===== config.mk =====
export PLATFORM = sky130hd
export DESIGN_NAME = speck_128_128_block_cipher_top_flat
export DESIGN_NICKNAME = d
export VERILOG_FILES = /design/src/rtl/spk_pkg.sv /design/src/rtl/spk_blk_if.sv /design/src/rtl/spk_res_if.sv /design/src/rtl/spk_ram.sv /design/src/rtl/speck_128_128_block_cipher_top.sv /design/src/flat_wrapper.sv
export SDC_FILE = /design/constraint.sdc
export NUM_CORES = 2
export LEC_CHECK = 0
export ABC_AREA = 0
export BUFFER_PORTS_ARGS = -buffer_cell sky130_fd_sc_hd__buf_2
export CAP_MARGIN = 20
export CORE_MARGIN = 2
export CORE_UTILIZATION = 50
export DETAILED_ROUTE_END_ITERATION = 10
export PLACE_DENSITY_LB_ADDON = 0.05
export RECOVER_POWER = 100
export SKIP_LAST_GASP = 1
export SLEW_MARGIN = 20
export SYNTH_ARGS = -nofsm -noshare
export SYNTH_HDL_FRONTEND = slang
export SYNTH_HIERARCHICAL = 1
export SYNTH_SLANG_ARGS = --single-unit

===== constraint.sdc =====
create_clock -name i_clk -period 14.1 [get_ports i_clk]
set_input_delay 0 -clock i_clk [delete_from_list [all_inputs] [get_ports i_clk]]
set_output_delay 0 -clock i_clk [all_outputs]
set_load 0.03 [all_outputs]

===== src/rtl/spk_pkg.sv =====
`timescale 1ns / 1ps

package spk_pkg;

    // Word size of the cipher and number of rounds.
    localparam int WORD_W = 64;
    localparam int ROUNDS = 32;
    localparam int CNT_W  = (ROUNDS > 1) ? $clog2(ROUNDS) : 1;

    // Configuration port: two 64-bit key registers at byte addresses 0 and 8.
    localparam int APB_AW = 4;
    localparam int APB_DW = 64;
    localparam int REG_SEL_BIT = 3;

    typedef logic [WORD_W-1:0] t_word;
    typedef logic [CNT_W-1:0]  t_cnt;

    localparam t_cnt RND_LAST = CNT_W'(ROUNDS - 1);

    // Operation codes carried by the op field.
    localparam logic OP_ENC = 1'b0;
    localparam logic OP_DEC = 1'b1;

    // Register select codes (address bit 3).
    localparam logic REG_KEY_LOW  = 1'b0;
    localparam logic REG_KEY_HIGH = 1'b1;

    // The two halves of a block: x is the high word and y the low word.
    typedef struct packed {
        t_word x;
        t_word y;
    } t_pair;

    // One forward round, also used by the key schedule.
    function automatic t_pair spk_enc_round(t_word x, t_word y, t_word k);
        t_word xr;
        t_word xn;
        t_pair res;
        xr    = {x[7:0], x[WORD_W-1:8]};
        xn    = (xr + y) ^ k;
        res.x = xn;
        res.y = {y[WORD_W-4:0], y[WORD_W-1:WORD_W-3]} ^ xn;
        return res;
    endfunction

    // One inverse round.
    function automatic t_pair spk_dec_round(t_word x, t_word y, t_word k);
        t_word yt;
        t_word yn;
        t_word xt;
        t_pair res;
        yt    = y ^ x;
        yn    = {yt[2:0], yt[WORD_W-1:3]};
        xt    = (x ^ k) - yn;
        res.x = {xt[WORD_W-9:0], xt[WORD_W-1:WORD_W-8]};
        res.y = yn;
        return res;
    endfunction

endpackage


===== src/rtl/spk_blk_if.sv =====
`timescale 1ns / 1ps

// Input channel: one block and the operation to apply to it.
interface spk_blk_if;
    logic        valid;
    logic        ready;
    logic        op;
    logic [63:0] block_low;
    logic [63:0] block_high;

    modport source (output valid, output op, output block_low, output block_high,
                    input ready);
    modport sink (input valid, input op, input block_low, input block_high,
                  output ready);
endinterface


===== src/rtl/spk_res_if.sv =====
`timescale 1ns / 1ps

// Output channel: one processed block.
interface spk_res_if;
    logic        valid;
    logic        ready;
    logic [63:0] result_low;
    logic [63:0] result_high;

    modport source (output valid, output result_low, output result_high, input ready);
    modport sink (input valid, input result_low, input result_high, output ready);
endinterface


===== src/rtl/spk_ram.sv =====
`timescale 1ns / 1ps

// Simple dual-port RAM: one write port, one read port with registered data.
module spk_ram #(
    parameter int WIDTH = 64,
    parameter int DEPTH = 32,
    parameter int AW    = (DEPTH > 1) ? $clog2(DEPTH) : 1
) (
    input  logic             i_clk,
    input  logic             i_we,
    input  logic [AW-1:0]    i_waddr,
    input  logic [WIDTH-1:0] i_wdata,
    input  logic [AW-1:0]    i_raddr,
    output logic [WIDTH-1:0] o_rdata
);

    logic [WIDTH-1:0] r_mem [DEPTH];

    // Write port.
    always_ff @(posedge i_clk) begin
        if (i_we) begin
            r_mem[i_waddr] <= i_wdata;
        end
    end

    // Registered read port.
    always_ff @(posedge i_clk) begin
        o_rdata <= r_mem[i_raddr];
    end

endmodule


===== src/rtl/speck_128_128_block_cipher_top.sv =====
`timescale 1ns / 1ps

// Speck 128/128 cipher core. Write the key through the APB port (low word at
// byte address 0, high word at 8); after reset and after every key write the
// core expands the 32 round keys into its round key RAM, and takes no item
// during that time. An item carries a block as a low and a high word and an op
// bit (0 encrypt, 1 decrypt). The core runs one round per cycle, reading one
// round key from the RAM each cycle, with the last round held until the output
// register is free; a new item is taken in the cycle the previous result is
// loaded into the output register. Items are processed one at a time; a result
// waits in the output register until it is taken.
module speck_128_128_block_cipher_top import spk_pkg::*; (
    input  logic              i_clk,
    input  logic              i_rst_n,
    spk_blk_if.sink           i_blk,
    spk_res_if.source         o_res,
    input  logic              psel,
    input  logic              penable,
    input  logic              pwrite,
    input  logic [APB_AW-1:0] paddr,
    input  logic [APB_DW-1:0] pwdata,
    output logic [APB_DW-1:0] prdata,
    output logic              pready
);

    typedef enum logic [2:0] {
        ST_EXPAND = 3'b001,
        ST_IDLE   = 3'b010,
        ST_RUN    = 3'b100
    } t_state;

    t_state r_state, n_state;
    t_cnt   r_cnt, n_cnt;
    t_word  r_key_low, n_key_low;
    t_word  r_key_high, n_key_high;
    t_word  r_ka, n_ka;
    t_word  r_kb, n_kb;
    t_word  r_x, n_x;
    t_word  r_y, n_y;
    logic   r_op, n_op;
    logic   r_out_valid, n_out_valid;
    t_word  r_res_low, n_res_low;
    t_word  r_res_high, n_res_high;

    logic   in_ready;
    logic   blk_take;
    logic   out_free;
    logic   cfg_wr;
    logic   ram_we;
    t_cnt   ram_raddr;
    t_word  round_key;
    t_pair  cipher_next;
    t_pair  sched_next;

    // Round key storage.
    spk_ram #(
        .WIDTH (WORD_W),
        .DEPTH (ROUNDS)
    ) u_rk_ram (
        .i_clk   (i_clk),
        .i_we    (ram_we),
        .i_waddr (r_cnt),
        .i_wdata (r_ka),
        .i_raddr (ram_raddr),
        .o_rdata (round_key)
    );

    // Round datapaths.
    assign cipher_next = (r_op == OP_DEC) ? spk_dec_round(r_x, r_y, round_key)
                                          : spk_enc_round(r_x, r_y, round_key);
    assign sched_next  = spk_enc_round(r_kb, r_ka, {{(WORD_W-CNT_W){1'b0}}, r_cnt});

    assign cfg_wr   = psel && penable && pwrite && pready;
    assign out_free = !r_out_valid || o_res.ready;
    assign blk_take = i_blk.valid && in_ready;

    // Control and next-state logic.
    always_comb begin
        n_state     = r_state;
        n_cnt       = r_cnt;
        n_key_low   = r_key_low;
        n_key_high  = r_key_high;
        n_ka        = r_ka;
        n_kb        = r_kb;
        n_x         = r_x;
        n_y         = r_y;
        n_op        = r_op;
        n_out_valid = r_out_valid;
        n_res_low   = r_res_low;
        n_res_high  = r_res_high;
        in_ready    = 1'b0;
        ram_we      = 1'b0;

        if (r_out_valid && o_res.ready) begin
            n_out_valid = 1'b0;
        end

        unique case (r_state)
            ST_EXPAND: begin
                // Store the current round key and step the schedule.
                ram_we = 1'b1;
                n_ka   = sched_next.y;
                n_kb   = sched_next.x;
                n_cnt  = r_cnt + 1'b1;
                if (r_cnt == RND_LAST) begin
                    n_state = ST_IDLE;
                end
            end
            ST_IDLE: begin
                in_ready = 1'b1;
            end
            ST_RUN: begin
                if (r_cnt != RND_LAST) begin
                    n_x   = cipher_next.x;
                    n_y   = cipher_next.y;
                    n_cnt = r_cnt + 1'b1;
                end else if (out_free) begin
                    // Last round goes straight into the output register.
                    n_res_high  = cipher_next.x;
                    n_res_low   = cipher_next.y;
                    n_out_valid = 1'b1;
                    n_state     = ST_IDLE;
                    in_ready    = 1'b1;
                end
            end
            default: begin
                n_state = ST_IDLE;
            end
        endcase

        // A new item starts at round zero.
        if (blk_take) begin
            n_x     = i_blk.block_high;
            n_y     = i_blk.block_low;
            n_op    = i_blk.op;
            n_cnt   = '0;
            n_state = ST_RUN;
        end

        // A key write restarts the key expansion.
        if (cfg_wr) begin
            unique case (paddr[REG_SEL_BIT])
                REG_KEY_LOW:  n_key_low  = pwdata;
                REG_KEY_HIGH: n_key_high = pwdata;
                default:      n_key_low  = r_key_low;
            endcase
            n_ka    = n_key_low;
            n_kb    = n_key_high;
            n_cnt   = '0;
            n_state = ST_EXPAND;
        end
    end

    // Read address runs one round ahead; decryption walks the keys backward.
    assign ram_raddr = (n_op == OP_DEC) ? (RND_LAST - n_cnt) : n_cnt;

    // Control registers.
    always_ff @(posedge i_clk) begin
        if (!i_rst_n) begin
            r_state     <= ST_EXPAND;
            r_cnt       <= '0;
            r_key_low   <= '0;
            r_key_high  <= '0;
            r_ka        <= '0;
            r_kb        <= '0;
            r_out_valid <= 1'b0;
        end else begin
            r_state     <= n_state;
            r_cnt       <= n_cnt;
            r_key_low   <= n_key_low;
            r_key_high  <= n_key_high;
            r_ka        <= n_ka;
            r_kb        <= n_kb;
            r_out_valid <= n_out_valid;
        end
    end

    // Datapath registers.
    always_ff @(posedge i_clk) begin
        r_x        <= n_x;
        r_y        <= n_y;
        r_op       <= n_op;
        r_res_low  <= n_res_low;
        r_res_high <= n_res_high;
    end

    // Outputs.
    assign i_blk.ready       = in_ready;
    assign o_res.valid       = r_out_valid;
    assign o_res.result_low  = r_res_low;
    assign o_res.result_high = r_res_high;
    assign pready            = 1'b1;
    assign prdata            = (paddr[REG_SEL_BIT] == REG_KEY_HIGH) ? r_key_high : r_key_low;

endmodule

===== src/flat_wrapper.sv =====
// flat-port wrapper written by rule: the top's interface ports become plain ports
module speck_128_128_block_cipher_top_flat import spk_pkg::*;
  (i_clk, i_rst_n, psel, penable, pwrite, paddr, pwdata, prdata, pready, i_blk_valid, i_blk_op, i_blk_block_low, i_blk_block_high, i_blk_ready, o_res_valid, o_res_result_low, o_res_result_high, o_res_ready);
  spk_blk_if i_blk_i ();
  spk_res_if o_res_i ();
  input  logic i_clk;
  input  logic i_rst_n;
  input  logic psel;
  input  logic penable;
  input  logic pwrite;
  input  logic [APB_AW-1:0] paddr;
  input  logic [APB_DW-1:0] pwdata;
  output logic [APB_DW-1:0] prdata;
  output logic pready;
  input wire logic [$bits(i_blk_i.valid)-1:0] i_blk_valid;
  input wire logic [$bits(i_blk_i.op)-1:0] i_blk_op;
  input wire logic [$bits(i_blk_i.block_low)-1:0] i_blk_block_low;
  input wire logic [$bits(i_blk_i.block_high)-1:0] i_blk_block_high;
  output wire logic [$bits(i_blk_i.ready)-1:0] i_blk_ready;
  output wire logic [$bits(o_res_i.valid)-1:0] o_res_valid;
  output wire logic [$bits(o_res_i.result_low)-1:0] o_res_result_low;
  output wire logic [$bits(o_res_i.result_high)-1:0] o_res_result_high;
  input wire logic [$bits(o_res_i.ready)-1:0] o_res_ready;
  assign i_blk_i.valid = i_blk_valid;
  assign i_blk_i.op = i_blk_op;
  assign i_blk_i.block_low = i_blk_block_low;
  assign i_blk_i.block_high = i_blk_block_high;
  assign i_blk_ready = i_blk_i.ready;
  assign o_res_valid = o_res_i.valid;
  assign o_res_result_low = o_res_i.result_low;
  assign o_res_result_high = o_res_i.result_high;
  assign o_res_i.ready = o_res_ready;
  speck_128_128_block_cipher_top u_core (.i_clk(i_clk), .i_rst_n(i_rst_n), .i_blk(i_blk_i), .o_res(o_res_i), .psel(psel), .penable(penable), .pwrite(pwrite), .paddr(paddr), .pwdata(pwdata), .prdata(prdata), .pready(pready));
endmodule

==> results list <==
* Status: finished, violations left
* Failing checks: capacitance limit, slew limit
- Each instance of the synthesized netlist takes up on average 15.8 um^2.
- Of the total synthesized cell area, the portion taken by AND, OR, NAND and NOR gates is 0.0512.
- Counting the fill cells in the layout gives 18200.
- Power per cell area: roughly 180 nW/um^2
* Static Leakage: 46.8 nW
* Met3 routed WL: 26.0 mm
- Wirelength per Cell: about 32 um
* Most area-hungry cell type in the Yosys netlist: sky130_fd_sc_hd__edfxtp_1
- In this run, synthesis produced a sequential element count of between 2000 and 3000.
* Number of enable flip-flop cells after synthesis: around 2300
* Number of setup buffers added after CTS: 0
- Final clock skew: 0.0502 ns
- Compared with the post-synthesis result, the final layout area differs by 15.8%.
* Worst setup path category: reg -> reg
- The worst register-to-register path begins at u_core/r_state[1]$_SDFFE_PP0P_.
* Post-synthesis mux area share: 0.157
* Final weighted congestion of routability-driven global placement: approximately 1
* Post-route core utilization: 0.583
* Min Hold Slack: 0.0551 ns
- In the final layout, the share of cells above drive strength 1 is 0.185.
- Effective utilization at floorplan: 0.504
- Area contributors post-synth: sky130_fd_sc_hd__edfxtp_1, sky130_fd_sc_hd__mux4_2, sky130_fd_sc_hd__dfxtp_1
- The number of antenna violations at the first check in global routing came to 11.
- Peak supply drop: ~0.13 mV
- Fraction of registers with async set/reset: 0
- After detailed routing, the wire length on met1 is approximately 160 mm.
* Post-detail-place hpwl: between 200 and 250 mm
- The Yosys step of the flow raised 6 warnings.
- The worst hold path begins at i_blk_block_low[15].
- For this run, design rule violations remaining after detail routing come to 0.
- Setup total negative slack on the finished layout was measured at 0 ns.
* Floorplan Core Area: approximately 230000 um^2
* Source of the critical timing path: u_core/r_state[1]$_SDFFE_PP0P_
- Of the total synthesized cell area, the portion taken by full adders, half adders and majority gates is 0.0210.
- Data arrives at the worst endpoint at between 10 and 15 ns.
- The die covers 238000 um^2.
- Area fraction of the dominant cell type after synthesis: 0.590
- Of the available clock period, the critical path in the final layout requires 0.747.
- Fraction of the mapped netlist area in compound gates: 0.0668
- Count of buffers from port buffering: ~390
- CTS placed an instance of sky130_fd_sc_hd__clkbuf_16 at the clock tree root.
* Fmax: ~95 MHz
- CTS Buf Count: just under 300
* Synthesized net count: roughly 7800
* Pin count of the biggest net entering global routing: 141
- In this run the top signal layer used is met4.
* Critical path fanouts, max: a little over 80
- Class of the worst hold path: in -> reg
- Headroom to the max-slew limit: -3.69
- Post-synth top flop: sky130_fd_sc_hd__edfxtp_1
- The final route contains a little over 70000 vias.
* Maximum root-to-sink buffer count: 4
* Detailed-routed wire length on met2: 175 mm
* Standard-cell row count: roughly 180
* Sort of element at the start of the critical path: register
- For this run, the detailed router's first-pass iteration total came to 8.
* Largest family of logic cells by synthesized area: multiplexers
- The first global-routing pass estimated between 500 and 600 mm of wire.
- Summed instance area of the synthesized netlist: 117000 um^2
* Die outline width: roughly 490 um
* Vias in the first global route: 71500
* Depth of the CTS H-tree: 5
- Of the total synthesized cell area, the portion taken by XOR and XNOR cells is 0.0399.
* Drt first-iter violations: 7967
- Setup violations remaining at the end of the flow were counted as 0.
- Final Max Slew Viols: 4734
- After layout, the minimum clock period comes to 10.54 ns.
- The netlist uses 96 different library cells.
- The final layout contains routed wiring with a total length of around 370 mm.
* Total routing usage reported by global routing: 0.304
- The final-report hold violation count came to 0.
- The cell count after synthesis came out at between 7000 and 8000.
* Data required time of the worst path: 14.54 ns
* Final layout net count: 8679
* Average vias per placed instance: around 6.2
* RSZ-0062 raised after global routing: no
* Actual slew at the worst max-slew pin: 7.04 ns
- Counting every sink on the clock net gives 2634.
- Clk Latency, worst-skew pair: about 0.95 ns
- Global routing finished with a remaining overflow of 0.
- Max-capacitance violation count: approximately 130
* Ports placed on the boundary: 399
- Clock-pin slew was measured on the worst setup and hold paths at 0.06 ns.
- After clock tree synthesis, the repair step resized 0 gates.
- Fraction of the yosys area taken by sequential cells: 0.647
* Clock tree from TritonCTS: built
* Remaining number of nets flagged by the antenna check after routing: 0
- From bottom edge to top edge, the die measures 488 um.
* Type of destination of the critical path: register
synth_stat cells, types with 53 or more instances:
cell                       instances
sky130_fd_sc_hd__o21ai_0         205
sky130_fd_sc_hd__xor2_1          182
sky130_fd_sc_hd__nor2_1          438
sky130_fd_sc_hd__a31oi_1          74
sky130_fd_sc_hd__a21o_1          129
sky130_fd_sc_hd__nand4_1          63
sky130_fd_sc_hd__edfxtp_1       2304
sky130_fd_sc_hd__a21oi_1         416
sky130_fd_sc_hd__buf_2            69
sky130_fd_sc_hd__ha_1            192
sky130_fd_sc_hd__mux2_2          274
sky130_fd_sc_hd__a211oi_1         73
sky130_fd_sc_hd__nand2_1         532
sky130_fd_sc_hd__dfxtp_1         330
sky130_fd_sc_hd__clkbuf_1        267
sky130_fd_sc_hd__buf_1            53
sky130_fd_sc_hd__xnor2_1         282
sky130_fd_sc_hd__mux4_2          602
sky130_fd_sc_hd__inv_1            74
sky130_fd_sc_hd__mux2i_1         179
state kept, by name, indices dropped and copies added (netlist names):
register	flops
u_core/r_ka	64
u_core/r_op	1
u_core/r_x	64
u_core/r_cnt	5
u_core/r_key_high	64
u_core/r_key_low	64
u_core/r_state	3
u_core/r_kb	64
u_core/u_rk_ram/o_rdata	64
u_core/o_res.result_low	64
u_core/u_rk_ram/r_mem	2048
u_core/r_y	64
u_core/o_res.valid	1
u_core/o_res.result_high	64
logic make-up (layout without fill, tap and decap cells):
group           after synthesis  count (layout)
flops                      2634            2634
simple gates               1354            1354
compound gates             1224            1224
mux                        1055            1055
xor+xnor                    491             491
buf+inv                     486            1542
fa+ha+maj                   195             195
other cells                   1               5
report_power, final:
| group | internal (W) | leakage (nW) | switching [W] | total [W] |
|---|---|---|---|---|
| sequential | 0.00974 | 23.9 | 0.000628 | 0.0104 |
| combinational | 0.00270 | 18.2 | 0.00399 | 0.00669 |
| clock | 0.00459 | 4.67 | 0.00307 | 0.00766 |
per-stage QoR:
| stage | setup slack (ns) | power (W) | area [um^2] | instances |
|---|---|---|---|---|
| finish | 3.56 | 0.0247 | 136000 | 11600 |
| global route | 3.25 | 0.0256 | 136000 | 11600 |
| CTS | 6.74 | 0.0248 | 137000 | 11600 |
| detailed placement | 6.80 | 0.0171 | 123000 | 10700 |
| global placement | 6.81 | 0.0170 | 123000 | 10700 |
| floorplan | 3.46 | 0.0147 | 117000 | 7440 |
routing by layer:
layer	global-route usage	vias up
li1	-	30900
met1	0.436	37900
met2	0.493	3038
met3	0.0395	500
met4	0.0819	0
met5	0	-
area by class of cell:
class / count / area, um^2 / share of cell area
timing repair buffer: 951 / 6510 / 0.0480
antenna: 4 / 10.0 / 0.0000738
clock inverter: 113 / 1250 / 0.00922
inverter: 77 / 298 / 0.00219
tap: 3132 / 3920 / 0.0289
sequential: 2634 / 75800 / 0.559
multi-input combinational: 4320 / 39600 / 0.292
clock buffer: 401 / 8290 / 0.0611
cells in the final DEF, fill, tap and decap left out, types with 36 or more instances in the layout:
master	n
sky130_fd_sc_hd__clkbuf_16	305
sky130_fd_sc_hd__mux2i_1	179
sky130_fd_sc_hd__o21ai_0	209
sky130_fd_sc_hd__a21o_1	129
sky130_fd_sc_hd__buf_2	219
sky130_fd_sc_hd__nor2_1	414
sky130_fd_sc_hd__a31oi_1	74
sky130_fd_sc_hd__nor3_1	51
sky130_fd_sc_hd__mux2_1	48
sky130_fd_sc_hd__o21bai_1	48
sky130_fd_sc_hd__nor2b_1	48
sky130_fd_sc_hd__dlygate4sd3_1	381
sky130_fd_sc_hd__nand2_1	532
sky130_fd_sc_hd__mux2_2	226
sky130_fd_sc_hd__xnor2_1	280
sky130_fd_sc_hd__buf_4	41
sky130_fd_sc_hd__inv_1	72
sky130_fd_sc_hd__nand4_1	63
sky130_fd_sc_hd__a211oi_1	75
sky130_fd_sc_hd__mux4_2	602
sky130_fd_sc_hd__a21oi_1	415
sky130_fd_sc_hd__edfxtp_1	2304
sky130_fd_sc_hd__clkbuf_1	368
sky130_fd_sc_hd__ha_1	192
sky130_fd_sc_hd__xor2_1	182
sky130_fd_sc_hd__dfxtp_1	330
sky130_fd_sc_hd__and3_1	36
sky130_fd_sc_hd__nand3_1	50
what timing repair did:
item,4_1_cts,5_1_grt
hold endpoints to repair,393,0
endpoints found under the setup margin,0,0
hold buffers,382,0
final timing paths:
path / to / slack, ns / depth (start not counted)
worst max-delay path: u_core/u_rk_ram/r_mem[10][14]$_DFFE_PP_ / 3.56 / 6
worst min-delay path: u_core/r_y[15]$_DFFE_PP_ / 0.06 / 4
worst max register to register: u_core/u_rk_ram/r_mem[10][14]$_DFFE_PP_ / 3.56 / 6
worst min register to register: u_core/r_key_high[1]$_SDFFE_PN0P_ / 0.46 / 2
critical path, stage by stage (launching register included):
cell,delay [ns]
sky130_fd_sc_hd__dfxtp_1,0.34
sky130_fd_sc_hd__nor2_1,0.15
sky130_fd_sc_hd__nand2_1,1.74
sky130_fd_sc_hd__clkinvlp_2,2.34
sky130_fd_sc_hd__nand3b_1,0.92
sky130_fd_sc_hd__nor2_1,1.94
sky130_fd_sc_hd__clkbuf_1,2.55
(Power assumes the default switching activity.)
